[src/design/pdll_pkg.sv]
// shared types and codes of the positional linked list block
package pdll_pkg;

  // operation codes carried by the cmd field
  typedef enum logic [1:0] {
    OP_INSERT = 2'd0,
    OP_DELETE = 2'd1,
    OP_GET    = 2'd2,
    OP_LOCATE = 2'd3
  } op_e;

  // result status codes
  typedef enum logic [1:0] {
    ST_OK    = 2'd0,
    ST_RANGE = 2'd1,
    ST_FULL  = 2'd2
  } status_e;

  // commands from the controller to the datapath
  typedef struct packed {
    logic    accept;    // latch the transaction and restart the walk at the header
    logic    step;      // advance the walk by one node
    logic    ins_link;  // write value and forward link of the new node
    logic    ins_fix;   // splice the new node behind its predecessor
    logic    del_fix;   // unlink the node behind the walk position and free it
    logic    finish;    // capture the result registers
    status_e st;        // status to capture
    logic    rd_sel;    // capture the value read for the node behind the walk position
    logic    found_sel; // capture the locate position
  } dp_cmd_t;

  // status from the datapath to the controller
  typedef struct packed {
    logic bad_pos;   // position out of range for the incoming command
    logic full;      // no free node left
    logic walk_end;  // walk has taken its planned number of steps
    logic match;     // locate compare hit on the node behind the walk
  } dp_stat_t;

endpackage

[src/design/pdll_ctrl.sv]
// controller state machine of the positional linked list block
module pdll_ctrl (
  input  logic               clk_i,
  input  logic               rst_ni,
  input  logic               start,
  input  logic [1:0]         cmd_i,
  input  pdll_pkg::dp_stat_t stat_i,
  output pdll_pkg::dp_cmd_t  dp_cmd_o,
  output logic               busy,
  output logic               done_o
);
  import pdll_pkg::*;

  localparam logic [1:0] S_IDLE    = 2'd0;
  localparam logic [1:0] S_WALK    = 2'd1;
  localparam logic [1:0] S_INS_FIX = 2'd2;

  logic [1:0] state_q, state_d;
  op_e        op_q, op_d;
  logic       done_q;

  // next state and datapath commands
  always_comb begin
    state_d  = state_q;
    op_d     = op_q;
    dp_cmd_o = '0;
    case (state_q)
      S_IDLE: begin
        if (start) begin
          op_d = op_e'(cmd_i);
          if (stat_i.bad_pos) begin
            dp_cmd_o.finish = 1'b1;
            dp_cmd_o.st     = ST_RANGE;
          end else if (op_e'(cmd_i) == OP_INSERT && stat_i.full) begin
            dp_cmd_o.finish = 1'b1;
            dp_cmd_o.st     = ST_FULL;
          end else begin
            dp_cmd_o.accept = 1'b1;
            state_d         = S_WALK;
          end
        end
      end
      S_WALK: begin
        case (op_q)
          OP_INSERT: begin
            if (stat_i.walk_end) begin
              dp_cmd_o.ins_link = 1'b1;
              state_d           = S_INS_FIX;
            end else begin
              dp_cmd_o.step = 1'b1;
            end
          end
          OP_DELETE: begin
            if (stat_i.walk_end) begin
              dp_cmd_o.del_fix = 1'b1;
              dp_cmd_o.finish  = 1'b1;
              dp_cmd_o.st      = ST_OK;
              dp_cmd_o.rd_sel  = 1'b1;
              state_d          = S_IDLE;
            end else begin
              dp_cmd_o.step = 1'b1;
            end
          end
          OP_GET: begin
            if (stat_i.walk_end) begin
              dp_cmd_o.finish = 1'b1;
              dp_cmd_o.st     = ST_OK;
              dp_cmd_o.rd_sel = 1'b1;
              state_d         = S_IDLE;
            end else begin
              dp_cmd_o.step = 1'b1;
            end
          end
          OP_LOCATE: begin
            if (stat_i.match) begin
              dp_cmd_o.finish    = 1'b1;
              dp_cmd_o.st        = ST_OK;
              dp_cmd_o.found_sel = 1'b1;
              state_d            = S_IDLE;
            end else if (stat_i.walk_end) begin
              dp_cmd_o.finish = 1'b1;
              dp_cmd_o.st     = ST_OK;
              state_d         = S_IDLE;
            end else begin
              dp_cmd_o.step = 1'b1;
            end
          end
          default: begin
            state_d = S_IDLE;
          end
        endcase
      end
      S_INS_FIX: begin
        dp_cmd_o.ins_fix = 1'b1;
        dp_cmd_o.finish  = 1'b1;
        dp_cmd_o.st      = ST_OK;
        state_d          = S_IDLE;
      end
      default: begin
        state_d = S_IDLE;
      end
    endcase
  end

  // state, operation and result strobe registers
  always_ff @(posedge clk_i or negedge rst_ni) begin
    if (!rst_ni) begin
      state_q <= S_IDLE;
      op_q    <= OP_INSERT;
      done_q  <= 1'b0;
    end else begin
      state_q <= state_d;
      op_q    <= op_d;
      done_q  <= dp_cmd_o.finish;
    end
  end

  assign busy   = (state_q != S_IDLE);
  assign done_o = done_q;

endmodule

[config.mk]
export PLATFORM = sky130hd
export DESIGN_NAME = pdll_ctrl
export DESIGN_NICKNAME = d
export VERILOG_FILES = /design/src/design/pdll_pkg.sv /design/src/design/pdll_ctrl.sv
export SDC_FILE = /design/constraint.sdc
export NUM_CORES = 1
export LEC_CHECK = 0
export BUFFER_PORTS_ARGS = -buffer_cell sky130_fd_sc_hd__buf_2
export CAP_MARGIN = 20
export CORE_AREA = 2 2 39 41
export CTS_CLUSTER_SIZE = 20
export DETAILED_ROUTE_END_ITERATION = 8
export DIE_AREA = 0 0 41 43
export PLACE_DENSITY = 0.55
export SKIP_CTS_REPAIR_TIMING = 1
export SYNTH_ARGS = -nofsm -noshare
export SYNTH_HDL_FRONTEND = slang
export SYNTH_SLANG_ARGS = --single-unit
[constraint.sdc]
create_clock -name clk_i -period 1.29 [get_ports clk_i]
set_input_delay 0.0645 -clock clk_i [delete_from_list [all_inputs] [get_ports clk_i]]
set_output_delay 0.0645 -clock clk_i [all_outputs]
set_load 0.01 [all_outputs]
; ---- Word-level counts from Yosys, hierarchy flattened
; Index checks and enable logic that the tools add are counted.
; W data, S select, Z words.
[word_totals]
regBits = 5
inputBits = 9
out_inout_bits = 12
wordCells = 55
[classes]
n_eq_ne = 9
muxes = 34
n_reduce_logical = 9
[op_table]
columns = op, n
row1 = $pmux W3 S3, 2
row2 = $mux W2, 8
row3 = $mux W3, 5
row4 = $mux W1, 13
row5 = $eq A2 B2 Y1 const B, 3
row6 = $logic_not A2 Y1, 3
row7 = $ne A2 B2 Y1 const B, 3
row8 = $pmux W2 S3, 1
row9 = $mux W5, 1
row10 = $eq A2 B1 Y1 const B, 2
row11 = $mux W4, 1
row12 = $pmux W1 S2, 2
row13 = $pmux W2 S2, 1
row14 = $reduce_and A4 Y1, 1
row15 = $ne A3 B3 Y1 const B, 1
row16 = $reduce_or A3 Y1, 1
row17 = $reduce_and A2 Y1, 1
row18 = $reduce_bool A2 Y1, 1
row19 = $reduce_or A2 Y1, 1
row20 = $logic_and A1 B1 Y1, 1

; ---- Logic depth before layout (Yosys ltp)
[logic_depth]
depth_word = 6
depth_mapped = 5
depth_no_buf = 5

; ---- Worst setup path after synthesis
; OpenSTA, ideal clock, no wires.
[synth_timing]
kind = flip-flop to flip-flop
startpoint = register op_q[0]
endpoint = register done_q (netlist: done_o)
t_arrival_ns = 1.342
required_time_ns = 1.128
slack_ns = -0.214
path_stages_with_launch = 6
path_buffers = 0
synth_period_minus_slack_ns = 1.504
path_cell_list = dfrtp_1 inv_1 ha_1 a21oi_1 or4_1 o31ai_1
[synth_lines]
columns = element, line_no
row1 = "start, declared", pdll_ctrl.sv:19  ; op_e op_q, op_d;
row2 = "start signal, assigned", pdll_ctrl.sv:113  ; op_q <= op_d;
row3 = "end signal, assigned", pdll_ctrl.sv:114  ; done_q <= dp_cmd_o.finish;
row4 = "end, declared", pdll_ctrl.sv:20  ; logic done_q;

==> flow_metrics.env <==
export IMPL_status="finished, violations left"
export IMPL_violations="negative setup slack"
export IMPL_power_density_mw_per_mm2=1240
export IMPL_diodes=0
export IMPL_seq_area_frac_synth_pct=33.4
export IMPL_drive_gt1_share_pct=67.5
export IMPL_worst_setup_path_start_kind="flip-flop"
export IMPL_netlist_area_sq_um=374
export IMPL_worstHoldPathType="in2reg"
export IMPL_htree_levels=1
export IMPL_root_buffer="clkbuf_4"
export IMPL_multi_input_area_sq_um=288
export IMPL_syn_inst=40
export IMPL_clkTransAtPathRegs_ns=0.04
export IMPL_fin_ws_ns=-0.492
export IMPL_rows=14
export IMPL_grt_pass1_wl_mm=1.46
export IMPL_die_w_microns=41
export IMPL_grt_max_degree=9
export IMPL_clk_path_buf_depth=2
export IMPL_coreArea_sq_mm=0.00138
export IMPL_synth_ff_type="dfrtp_1"
export IMPL_die_area_sq_mm=0.00176
export IMPL_n_fill_cell=132
export IMPL_ys_top_cells_by_area="dfrtp_1, ha_1, and3_1"
export IMPL_worst_path_max_delay_cell="or4_4"
export IMPL_portBuffers=20
export IMPL_fp_dieH_microns=43
export IMPL_min_path_cells=2
export IMPL_rsz0062_at_grt="true"
export IMPL_setup_tns_final_ns=-1.92
export IMPL_detail_route_wl_per_cell_microns=10.7
export IMPL_crit_buf_inv=2
export IMPL_register_area_sq_um=126
export IMPL_firstDrtPassIters=2
export IMPL_cp_data_arrival_time_ns=1.72
export IMPL_r2r_cells=3
export IMPL_r2r_setup_slack_ns=-0.13
export IMPL_reg2reg_from="state_q[1]"
export IMPL_fmax_ghz=0.561
export IMPL_critical_path_max_stage_delay_ns=0.49
export IMPL_synth_top_area_share_pct=33.4
export IMPL_syn_nets=52
export IMPL_relSlewSlack_pct=77.8
export IMPL_worstMarginPinSlew_ns=0.331
export IMPL_slew_violations=0
export IMPL_synthAdderAreaFrac_pct=10.0
export IMPL_initial_core_util_pct=27.0
export IMPL_synth_top_family_by_area="simple AND/OR/NAND/NOR gates"
export IMPL_maxCapViolations=0
export IMPL_synth_edf_count=0
export IMPL_synth_commonest_cells="and3_1, dfrtp_1, nor2_1"
export IMPL_grt_use_total_pct=13.0
export IMPL_fin_skew_ns=0.00757
export IMPL_totalWireLength_microns=995
export IMPL_cts_inserted_buffers=3
export IMPL_worstReg2RegEnd="op_q[0]"
export IMPL_via_count=429
export IMPL_dp_hpwl_microns=765
export IMPL_drt_initial_drc_count=2
export IMPL_hold_viol_final=0
export IMPL_ios=21
export IMPL_synth_seq_cells=5
export IMPL_required_ns=1.23
export IMPL_period_share_pct=138
export IMPL_hold_ws_ns=0.0596
export IMPL_synth_warnings=0
export IMPL_synthToLayoutAreaGrowth_pct=88.0
export IMPL_hold_path_startpoint="cmd_i[1]"
export IMPL_grt_pass1_vias=389
export IMPL_crit_chain="inv_2 > ha_4 > a21oi_2 > or4_4 > o31ai_4 > buf_2"
export IMPL_routabilityCongestion=0.716
export IMPL_cp_end_kind="primary output"
export IMPL_syn_avg_cell_area_sq_um=9.35
export IMPL_synth_compound_area_share_pct=8.70
export IMPL_worstSetupPathType="reg2out"
export IMPL_synth_xor_area_share_pct=0
export IMPL_synth_area_mux_share_pct=8.03
export IMPL_worstHoldEndpoint="op_q[1]"
export IMPL_synth_simple_gate_area_share_pct=32.8
export IMPL_power_leakage_nw=0.389
export IMPL_overflow=0
export IMPL_final_antenna_net_count=0
export IMPL_worstPathMaxFanout=3
export IMPL_insertion_delay_ns=0.25
export IMPL_avgViaCountPerCell=4.61
export IMPL_ir_drop_mv=0.544
export IMPL_cts_sinks=5
export IMPL_synth_cell_types=21
export IMPL_crit_family="simple AND/OR/NAND/NOR gates"
export IMPL_finalSetupViolCount=12
export IMPL_period_needed_ns=1.78
export IMPL_nNetsFinal=90
export IMPL_drc=0
export IMPL_cts_tree="yes"
export IMPL_synth_top_area_cell="dfrtp_1"
export IMPL_async_flop_share_pct=100
export IMPL_antenna_found_initial=0
-- where the power goes --
group	leakage [nW]	internal, W	switching (W)
Clock	0.0150	0.000118	0.0000766
Combinational	0.312	0.000280	0.000189
Sequential	0.0613	0.000186	0.0000215
-- worst max path at each step --
stage	from	to	slack, ns	depth (start not counted)
final	op_q[0]	dp_cmd_o[4]	-0.49	6
after global routing	op_q[0]	dp_cmd_o[4]	-0.56	6
after CTS	op_q[0]	dp_cmd_o[4]	-0.52	6
after detailed placement	op_q[0]	dp_cmd_o[4]	-0.24	6
after global placement	op_q[0]	dp_cmd_o[4]	-0.22	6
after floorplan	op_q[0]	done_o	-0.13	5
-- layout make-up --
| type | instances | area share (%) |
|---|---|---|
| timing repair buffer | 34 | 32.4 |
| inverter | 4 | 2.14 |
| clock buffer | 4 | 3.74 |
| tap | 16 | 2.85 |
| multi-input combinational | 30 | 40.9 |
| sequential | 5 | 18.0 |
-- logic make-up (layout without fill, tap and decap cells) --
kind of cell | after synthesis | count (layout)
fa+ha+maj | 3 | 3
simple gates | 20 | 20
compound gates | 5 | 5
buf+inv | 5 | 42
mux | 2 | 2
flops | 5 | 5
-- per-stage QoR --
| step | total power, W | cells | util (%) | area (sq um) | setup WS, ns |
|---|---|---|---|---|---|
| 2_1_floorplan | 0.000435 | 40 | - | 413 | -0.128 |
| 3_3_place_gp | 0.000615 | 86 | 43.7 | 604 | -0.219 |
| 3_5_place_dp | 0.000618 | 86 | 43.7 | 604 | -0.244 |
| 4_1_cts | 0.000820 | 90 | 45.6 | 631 | -0.517 |
| 5_1_grt | 0.000944 | 93 | 50.8 | 703 | -0.559 |
| 6_report | 0.000872 | 93 | 50.8 | 703 | -0.492 |
-- state kept, by name (all words and copies together), names as in the netlist --
name and cells:
op_q 2, state_q 2, done_o 1
-- layout by cell type, fill, tap and decap left out, drive strengths merged --
master / netlist / final
buf: 1 / 33
nor2: 5 / 5
and3: 5 / 5
dfrtp: 5 / 5
clkbuf: 0 / 4
inv: 4 / 4
ha: 3 / 3
mux2: 2 / 2
nor3b: 2 / 2
nor3: 2 / 2
nor2b: 1 / 1
and2b: 1 / 1
or2: 1 / 1
nand2b: 1 / 1
a21oi: 1 / 1
or4: 1 / 1
o31ai: 1 / 1
or3b: 1 / 1
a211oi: 1 / 1
o21ai: 1 / 1
a21o: 1 / 1
dlygate4sd3: 0 / 1
-- layer usage --
layer,up-vias,global-route usage [%],wire (microns)
li1,215,-,-
met1,197,12.2,376
met2,13,20.0,526
met3,4,7.85,65
met4,0,8.00,27
met5,-,0,0
Power figures use the tool's default switching activity.
